File: src/rtl/core/sha_pkg.sv
// sha_pkg: constants, round table and helper functions for the sha-256 core
// no dependencies
package sha_pkg;

  localparam int BlockBytes = 64;
  localparam int LenPos     = 56;
  localparam int Rounds     = 64;
  localparam int DigestWords = 8;
  localparam logic [7:0] PadByte = 8'h80;

  // controller to datapath commands
  typedef struct packed {
    logic       load_byte;   // write in_data_byte at the fill position
    logic       pad_byte;    // write padding byte at pad position
    logic [7:0] pad_value;
    logic [5:0] pad_pos;
    logic       start_blk;   // copy chaining words into working vars, load schedule
    logic       round_en;    // one round of compression
    logic [5:0] round_idx;
    logic       finish_blk;  // add working vars into chaining words
    logic       restart;     // back to initial hash values
    logic       len_byte;    // write a length byte at pad position
    logic [2:0] len_idx;
  } sha_cmd_t;

  function automatic logic [31:0] round_k(input logic [5:0] t);
    logic [31:0] k [0:63];
    k = '{
      32'h428a2f98, 32'h71374491, 32'hb5c0fbcf, 32'he9b5dba5,
      32'h3956c25b, 32'h59f111f1, 32'h923f82a4, 32'hab1c5ed5,
      32'hd807aa98, 32'h12835b01, 32'h243185be, 32'h550c7dc3,
      32'h72be5d74, 32'h80deb1fe, 32'h9bdc06a7, 32'hc19bf174,
      32'he49b69c1, 32'hefbe4786, 32'h0fc19dc6, 32'h240ca1cc,
      32'h2de92c6f, 32'h4a7484aa, 32'h5cb0a9dc, 32'h76f988da,
      32'h983e5152, 32'ha831c66d, 32'hb00327c8, 32'hbf597fc7,
      32'hc6e00bf3, 32'hd5a79147, 32'h06ca6351, 32'h14292967,
      32'h27b70a85, 32'h2e1b2138, 32'h4d2c6dfc, 32'h53380d13,
      32'h650a7354, 32'h766a0abb, 32'h81c2c92e, 32'h92722c85,
      32'ha2bfe8a1, 32'ha81a664b, 32'hc24b8b70, 32'hc76c51a3,
      32'hd192e819, 32'hd6990624, 32'hf40e3585, 32'h106aa070,
      32'h19a4c116, 32'h1e376c08, 32'h2748774c, 32'h34b0bcb5,
      32'h391c0cb3, 32'h4ed8aa4a, 32'h5b9cca4f, 32'h682e6ff3,
      32'h748f82ee, 32'h78a5636f, 32'h84c87814, 32'h8cc70208,
      32'h90befffa, 32'ha4506ceb, 32'hbef9a3f7, 32'hc67178f2};
    return k[t];
  endfunction

  function automatic logic [31:0] init_h(input logic [2:0] i);
    logic [31:0] h [0:7];
    h = '{32'h6a09e667, 32'hbb67ae85, 32'h3c6ef372, 32'ha54ff53a,
          32'h510e527f, 32'h9b05688c, 32'h1f83d9ab, 32'h5be0cd19};
    return h[i];
  endfunction

  function automatic logic [31:0] ror(input logic [31:0] x, input int n);
    return (x >> n) | (x << (32 - n));
  endfunction

endpackage

File: src/rtl/core/sha256_message_digest.sv
// sha256_message_digest: sha-256 over a byte stream, top level
// depends on sha_pkg, sha_ctrl, sha_datapath
//
//  channel | direction | payload
//  in_     | input     | data_byte[7:0], byte_present, end_of_message
//  out_    | output    | digest_word[31:0], word_index[2:0], last_word
//
// a byte transaction is written straight into the block buffer; a full block adds
// the start, round loop (one round a cycle in the datapath) and finish states. end
// of message adds the padding sweep (one buffer byte a cycle) and one or two
// compressions, then eight output words. reset restores the initial hash values;
// the input is stalled while a block, padding or the digest output is in progress.
module sha256_message_digest
  import sha_pkg::*;
(
  input  logic        clk,
  input  logic        rst_n,
  input  logic        in_valid,
  output logic        in_stall,
  input  logic [7:0]  in_data_byte,
  input  logic        in_byte_present,
  input  logic        in_end_of_message,
  output logic        out_valid,
  input  logic        out_stall,
  output logic [31:0] out_digest_word,
  output logic [2:0]  out_word_index,
  output logic        out_last_word
);

  sha_cmd_t    cmd;
  logic [5:0]  fill_pos;
  logic [63:0] bit_count;

  sha_ctrl u_ctrl (
    .clk, .rst_n, .in_valid, .in_stall, .in_byte_present, .in_end_of_message,
    .out_valid, .out_stall, .out_word_index, .out_last_word,
    .fill_pos, .bit_count, .cmd
  );

  sha_datapath u_dp (
    .clk, .in_data_byte, .fill_pos, .bit_count, .cmd,
    .rd_idx(out_word_index), .rd_word(out_digest_word)
  );

endmodule

File: src/rtl/core/sha_datapath.sv
// sha_datapath: block buffer, message schedule window, working variables and
// chaining words; depends on sha_pkg
module sha_datapath
  import sha_pkg::*;
(
  input  logic        clk,
  input  logic [7:0]  in_data_byte,
  input  logic [5:0]  fill_pos,
  input  logic [63:0] bit_count,
  input  sha_cmd_t    cmd,
  input  logic [2:0]  rd_idx,
  output logic [31:0] rd_word
);

  // block buffer held as sixteen big-endian words, one byte lane written a cycle
  logic [31:0] buf_r [0:15];
  logic [31:0] w_r [0:15];
  logic [31:0] v_r [0:7];
  logic [31:0] h_r [0:7];
  logic [31:0] w_new, t1, t2, wt;
  logic [7:0]  len_b;
  logic        wr_en;
  logic [5:0]  wr_pos;
  logic [7:0]  wr_data;

  assign wt = w_r[0];
  assign len_b = bit_count[6'd56 - {cmd.len_idx, 3'b000} +: 8];

  // next schedule word and round sums
  always_comb begin
    w_new = w_r[0] + (ror(w_r[1], 7) ^ ror(w_r[1], 18) ^ (w_r[1] >> 3))
          + w_r[9] + (ror(w_r[14], 17) ^ ror(w_r[14], 19) ^ (w_r[14] >> 10));
    t1 = v_r[7] + (ror(v_r[4], 6) ^ ror(v_r[4], 11) ^ ror(v_r[4], 25))
       + ((v_r[4] & v_r[5]) ^ (~v_r[4] & v_r[6])) + round_k(cmd.round_idx) + wt;
    t2 = (ror(v_r[0], 2) ^ ror(v_r[0], 13) ^ ror(v_r[0], 22))
       + ((v_r[0] & v_r[1]) ^ (v_r[0] & v_r[2]) ^ (v_r[1] & v_r[2]));
  end

  // byte write select: message byte, padding byte or length byte
  always_comb begin
    wr_en = cmd.load_byte | cmd.pad_byte | cmd.len_byte;
    wr_pos = cmd.load_byte ? fill_pos : cmd.pad_pos;
    if (cmd.load_byte) begin
      wr_data = in_data_byte;
    end else if (cmd.pad_byte) begin
      wr_data = cmd.pad_value;
    end else begin
      wr_data = len_b;
    end
  end

  // byte buffer writes, first byte of a word in the top lane
  always_ff @(posedge clk) begin
    if (wr_en) begin
      buf_r[wr_pos[5:2]][{~wr_pos[1:0], 3'b000} +: 8] <= wr_data;
    end
  end

  // schedule window and working variables
  always_ff @(posedge clk) begin
    if (cmd.start_blk) begin
      for (int i = 0; i < 16; i++) w_r[i] <= buf_r[i];
      for (int i = 0; i < 8; i++) v_r[i] <= h_r[i];
    end else if (cmd.round_en) begin
      for (int i = 0; i < 15; i++) w_r[i] <= w_r[i+1];
      w_r[15] <= w_new;
      v_r[7] <= v_r[6];
      v_r[6] <= v_r[5];
      v_r[5] <= v_r[4];
      v_r[4] <= v_r[3] + t1;
      v_r[3] <= v_r[2];
      v_r[2] <= v_r[1];
      v_r[1] <= v_r[0];
      v_r[0] <= t1 + t2;
    end
  end

  // chaining words
  always_ff @(posedge clk) begin
    if (cmd.restart) begin
      for (int i = 0; i < 8; i++) h_r[i] <= init_h(3'(i));
    end else if (cmd.finish_blk) begin
      for (int i = 0; i < 8; i++) h_r[i] <= h_r[i] + v_r[i];
    end
  end

  assign rd_word = h_r[rd_idx];

endmodule

File: src/rtl/core/sha_ctrl.sv
// sha_ctrl: sequencer for byte intake, padding, rounds and digest output
// depends on sha_pkg
module sha_ctrl
  import sha_pkg::*;
(
  input  logic        clk,
  input  logic        rst_n,
  input  logic        in_valid,
  output logic        in_stall,
  input  logic        in_byte_present,
  input  logic        in_end_of_message,
  output logic        out_valid,
  input  logic        out_stall,
  output logic [2:0]  out_word_index,
  output logic        out_last_word,
  output logic [5:0]  fill_pos,
  output logic [63:0] bit_count,
  output sha_cmd_t    cmd
);

  localparam logic [2:0] S_IDLE = 3'd0, S_PAD = 3'd1, S_LEN = 3'd2,
                         S_START = 3'd3, S_ROUND = 3'd4, S_FIN = 3'd5,
                         S_OUT = 3'd6;

  logic [2:0]  state_r, state_nxt;
  logic [5:0]  cnt_r, cnt_nxt;       // fill count
  logic [63:0] bits_r, bits_nxt;
  logic [5:0]  pos_r, pos_nxt;       // padding / round index
  logic        eom_r, eom_nxt;       // padding pending
  logic        pad_r, pad_nxt;       // padding under way, more blocks may follow
  logic        final_r, final_nxt;   // this compression carries the length
  logic [2:0]  oidx_r, oidx_nxt;
  logic        acc;

  assign in_stall = (state_r != S_IDLE);
  assign acc = in_valid && !in_stall;
  assign fill_pos = cnt_r;
  assign bit_count = bits_r;
  assign out_valid = (state_r == S_OUT);
  assign out_word_index = oidx_r;
  assign out_last_word = (oidx_r == 3'd7);

  always_comb begin
    state_nxt = state_r;
    cnt_nxt = cnt_r;
    bits_nxt = bits_r;
    pos_nxt = pos_r;
    eom_nxt = eom_r;
    pad_nxt = pad_r;
    final_nxt = final_r;
    oidx_nxt = oidx_r;
    cmd = '0;
    cmd.round_idx = pos_r;
    cmd.pad_pos = pos_r;
    cmd.len_idx = pos_r[2:0] ;
    unique case (state_r)
      S_IDLE: begin
        if (acc) begin
          if (in_byte_present) begin
            cmd.load_byte = 1'b1;
            bits_nxt = bits_r + 64'd8;
            cnt_nxt = cnt_r + 6'd1;
          end
          eom_nxt = in_end_of_message;
          pad_nxt = 1'b0;
          final_nxt = 1'b0;
          if (in_byte_present && cnt_r == 6'd63) begin
            state_nxt = S_START;
          end else if (in_end_of_message) begin
            state_nxt = S_PAD;
            pos_nxt = in_byte_present ? cnt_r + 6'd1 : cnt_r;
          end
        end
      end
      // 0x80 then zeros up to length field or block end
      S_PAD: begin
        cmd.pad_byte = 1'b1;
        cmd.pad_value = eom_r ? PadByte : 8'h00;
        eom_nxt = 1'b0;
        pad_nxt = 1'b1;
        pos_nxt = pos_r + 6'd1;
        if (pos_r == 6'd63) begin
          state_nxt = S_START;
        end else if (pos_r == 6'(LenPos - 1)) begin
          state_nxt = S_LEN;
          final_nxt = 1'b1;
        end
      end
      S_LEN: begin
        cmd.len_byte = 1'b1;
        pos_nxt = pos_r + 6'd1;
        if (pos_r == 6'd63) state_nxt = S_START;
      end
      S_START: begin
        cmd.start_blk = 1'b1;
        pos_nxt = '0;
        state_nxt = S_ROUND;
      end
      S_ROUND: begin
        cmd.round_en = 1'b1;
        pos_nxt = pos_r + 6'd1;
        if (pos_r == 6'd63) state_nxt = S_FIN;
      end
      S_FIN: begin
        cmd.finish_blk = 1'b1;
        cnt_nxt = '0;
        if (final_r) begin
          state_nxt = S_OUT;
          oidx_nxt = '0;
        end else if (eom_r || pad_r) begin
          // end mark came with the 64th byte, or padding overflowed
          state_nxt = S_PAD;
          pos_nxt = '0;
        end else begin
          state_nxt = S_IDLE;
        end
      end
      S_OUT: begin
        if (!out_stall) begin
          oidx_nxt = oidx_r + 3'd1;
          if (oidx_r == 3'd7) begin
            cmd.restart = 1'b1;
            bits_nxt = '0;
            cnt_nxt = '0;
            state_nxt = S_IDLE;
          end
        end
      end
      default: state_nxt = S_IDLE;
    endcase
    // initial hash values loaded while in reset
    if (!rst_n) cmd.restart = 1'b1;
  end

  always_ff @(posedge clk) begin
    if (!rst_n) begin
      state_r <= S_IDLE;
      cnt_r <= '0;
      bits_r <= '0;
      pos_r <= '0;
      eom_r <= 1'b0;
      pad_r <= 1'b0;
      final_r <= 1'b0;
      oidx_r <= '0;
    end else begin
      state_r <= state_nxt;
      cnt_r <= cnt_nxt;
      bits_r <= bits_nxt;
      pos_r <= pos_nxt;
      eom_r <= eom_nxt;
      pad_r <= pad_nxt;
      final_r <= final_nxt;
      oidx_r <= oidx_nxt;
    end
  end

endmodule

File: config.mk
export PLATFORM = sky130hd
export DESIGN_NAME = sha256_message_digest
export DESIGN_NICKNAME = d
export VERILOG_FILES = /design/src/rtl/core/sha_pkg.sv /design/src/rtl/core/sha256_message_digest.sv /design/src/rtl/core/sha_datapath.sv /design/src/rtl/core/sha_ctrl.sv
export SDC_FILE = /design/constraint.sdc
export NUM_CORES = 2
export LEC_CHECK = 0
export BUFFER_PORTS_ARGS = -buffer_cell sky130_fd_sc_hd__buf_2
export CAP_MARGIN = 20
export CORE_UTILIZATION = 65
export DETAILED_ROUTE_END_ITERATION = 8
export MAX_ROUTING_LAYER = met4
export PLACE_DENSITY_LB_ADDON = 0.25
export SLEW_MARGIN = 30
export SYNTH_ARGS = -nofsm -noshare
export SYNTH_HDL_FRONTEND = slang
export SYNTH_HIERARCHICAL = 1
export SYNTH_SLANG_ARGS = --single-unit
File: constraint.sdc
create_clock -name clk -period 13.66 [get_ports clk]
set_input_delay 2.732 -clock clk [delete_from_list [all_inputs] [get_ports clk]]
set_output_delay 2.732 -clock clk [all_outputs]
set_load 0.05 [all_outputs]
==> results.txt <==
Post-synthesis sequential element count = 1618
Int Power = 0.01218 W
First-pass GRT wire length = 399000 um
WL final = 270600 um
Syn. warnings = 6
Period utilization = 77.33%
Clk slew on worst S/H paths = 60 ps
Hold Path Class = reg -> reg
Initial antenna violation count = 5
Cts repair resizes = 0
Multi-input gate area = 0.04064 mm2
DP Area = 0.09301 mm2
Pwr Total = 0.02059 W
GRT overflow = 0
Port bufs = 51
Nets = 8852
DRT Pass-1 Iters = 9
Min Tclk post-route = 10560 ps
Post-synth cell types = 90
Vias after detailed routing = 65179
Least-Margin Pin Slew = 1025 ps
Filler cell count = 9712
Setup bufs post-CTS = 0
# setup viols final = 0
Maxcap violations = 0
Final TNS setup = 0 ps
Die area = 0.1417 mm2
Horiz. Die Dim = 376.4 um
EDFF count, synth = 1536
Routability Congestion = 1.026
Num CTS Buffers = 168
LEAKAGE = 37.08 nW
Number of remaining DRC errors = 0
Worst Path Max Fanout = 17
Async S/R FF share, synth = 0%
Critical Path End Type = flip-flop
Final Max Slew Viols = 0
Final Hold Vio Count = 0
Crit Path Category = reg -> reg
Min-delay src = u_ctrl/pad_r
Largest net degree at the start of global routing = 171
Overall routing resource usage = 39.25%
Combinational fraction of design power = 49.5%
Initial Util = 65.37%
Root buf cell = clkbuf_16
Sw power = 0.008412 W
Clock share of power = 22.0%
Crit path DAT = 11080 ps
Top cell type by total area after synthesis = edfxtp_1
Top cells by area, synth = edfxtp_1, nand2_1, ha_1
CTS tree = built
Routed Antenna Nets = 0
Core Area = 0.1394 mm2
Syn avg cell area = 10.96 um2
Avg WL per Cell = 26.33 um
Critical Path Source = u_ctrl/pos_r[1]
Sw frac = 40.85%
Synthesized cell area = 0.09110 mm2
Worst path slowest cell = ha_1
Via density = 6.344
CTS sink cnt = 1618
I/O Pins = 52
Vias in the first global route = 63683
Htree depth = 4
RR Startpoint = u_ctrl/pos_r[1]
Data required time of the worst path = 14180 ps
Main flop type after synthesis = edfxtp_1
Final instance area = 0.09860 mm2
Status = finished, final reports clean
Sequential element share of the synthesized area = 52.43%
Max rail drop VDD = 0.0003516 V
Register Area = 0.04778 mm2
Top cell type's share of synthesized area = 50.63%
Max Root-Sink Buffers = 3
DR iter-0 viols = 7123
Slew margin rel. = 31.66%
Max Fclk = 94.67 MHz
Share of cells above drive strength 1 = 9.038%
P per Cell Area = 208.9 mW/mm2
Die H = 376.4 um
RSZ-0062 raised after global routing = false
Hpwl dp = 191600 um
Clk_skew = 68.53 ps
Row cnt = 137
Post-Synthesis Cells = 8311
Clk Latency, worst-skew pair = 830 ps
Reg power frac = 28.5%
CP Launch Type = flip-flop
Area grow syn2layout = 8.232%
CP max stage delay = 1010 ps
Hold-fix buffers, CTS = 0
## cells in the final DEF, fill, tap and decap left out, drive strengths merged, types with 13 or more instances in the layout
master,instances
dfxtp,82
mux2i,28
clkinv,81
nand4,53
nor2,451
mux4,87
and2,26
nor2b,66
nand3,82
nand2,1965
buf,135
o21a,49
a21oi,398
ha,400
o21ai,375
or2,24
clkbuf,209
nor3,95
edfxtp,1536
a211oi,44
a311oi,13
or3,51
o211ai,18
or4,24
xor2,210
nand2b,114
mux2,220
o21bai,49
a211o,18
inv,354
xnor2,380
o31ai,42
a31oi,39
a2111oi,16
fa,195
a21boi,26
a21o,192
and3,40
## per-layer routing
layer	GRT usage (%)	up-vias	share of wire (%)
met5	-	-	0
met4	26.07	0	8.1
met3	6.289	828	8.1
met2	61.37	3325	47
met1	47.37	31801	37
li1	-	29225	-
## per-stage QoR
stage	setup WS (ps)	util (%)	instances	hold WS (ps)
final	3097	70.76	10274	485.0
after global routing	2579	70.75	10270	499.5
after CTS	3237	70.64	10259	479.9
after detailed placement	3308	66.74	9945	461.9
after global placement	3471	66.68	9944	460.3
after floorplan	1988	-	8320	440.2
## path summary, 6_finish.rpt
check	end	slack [ps]	depth (start not counted)
hold reg to reg	u_ctrl/pad_r	480	2
setup / recovery	u_dp/v_r[0][30]	3100	35
hold / removal	u_ctrl/pad_r	480	2
setup reg to reg	u_dp/v_r[0][30]	3100	35
## state kept, by name (all words and copies together), names as in the netlist
register / cells
u_dp/w_r: 512
u_dp/buf_r: 512
u_ctrl/pad_r: 1
u_ctrl/pos_r: 6
u_dp/h_r: 256
u_ctrl/out_word_index: 3
u_ctrl/eom_r: 1
u_ctrl/final_r: 1
u_dp/v_r: 256
u_ctrl/fill_pos: 6
u_ctrl/state_r: 3
u_ctrl/bit_count: 61
## layout make-up
type	instances	share of cell area (%)
diodes	11	0.02792
clock buffers	209	4.430
clock inverters	105	1.082
inverters	350	1.335
multi-input cells	5970	41.22
flip-flops and latches	1618	48.46
well taps	1876	2.380
repair buffers	135	1.070
## cell families after synthesis
| logic type | count (synthesis) | synth area share [%] |
|---|---|---|
| AND/OR/NAND/NOR | 3032 | 14.07 |
| flip-flops | 1618 | 52.43 |
| AO/OA/AOI/OAI | 1403 | 9.667 |
| buffers and inverters | 732 | 3.129 |
| adder cells (fa/ha/maj) | 599 | 9.822 |
| XOR/XNOR | 591 | 5.697 |
| multiplexers | 335 | 5.178 |
| other | 1 | 0.004116 |
## critical path: cells and delay by family, from the launching register on
family	cells	cell delay [ps]
AOI/OAI and AO/OA	16	3880
adders and majority gates	7	3650
and+or+nand+nor	5	1390
buffers and inverters	5	610
xor gates and xnor gates	2	370
DFF	1	340
## cell usage after synthesis, types with 11 or more instances
| cell | number |
|---|---|
| o22ai_1 | 12 |
| a311oi_1 | 12 |
| o21ai_0 | 348 |
| a21boi_0 | 22 |
| mux2i_1 | 28 |
| edfxtp_1 | 1536 |
| a2111oi_0 | 15 |
| a211o_1 | 18 |
| or3_1 | 51 |
| and2_1 | 26 |
| a41oi_1 | 11 |
| buf_1 | 34 |
| a21oi_1 | 397 |
| clkbuf_1 | 323 |
| or2_2 | 24 |
| o211ai_1 | 18 |
| o21a_1 | 49 |
| a211oi_1 | 44 |
| xnor2_1 | 380 |
| o21ai_1 | 27 |
| mux2_2 | 220 |
| nor3_1 | 94 |
| mux4_2 | 87 |
| xor2_1 | 210 |
| or4_1 | 24 |
| a31o_2 | 12 |
| dfxtp_1 | 82 |
| nand3_1 | 82 |
| a21o_1 | 192 |
| ha_1 | 400 |
| nand4_1 | 52 |
| nor2_1 | 451 |
| fa_1 | 195 |
| o31ai_1 | 42 |
| and3_1 | 40 |
| nor2b_1 | 66 |
| o21bai_1 | 49 |
| inv_1 | 346 |
| nand2b_1 | 114 |
| nand2_1 | 1964 |
| buf_4 | 21 |
| a31oi_1 | 39 |
## power groups by stage
stage	logic [W]	registers (W)	clock network, W
6_report	0.0102	0.00587	0.00453
3_5_place_dp	0.00995	0.00596	0
3_3_place_gp	0.00974	0.00596	0
4_1_cts	0.0100	0.00586	0.00457
2_1_floorplan	0.00732	0.00594	0
5_1_grt	0.0111	0.00587	0.00476
Note: power is estimated with default switching activity, not from simulation.
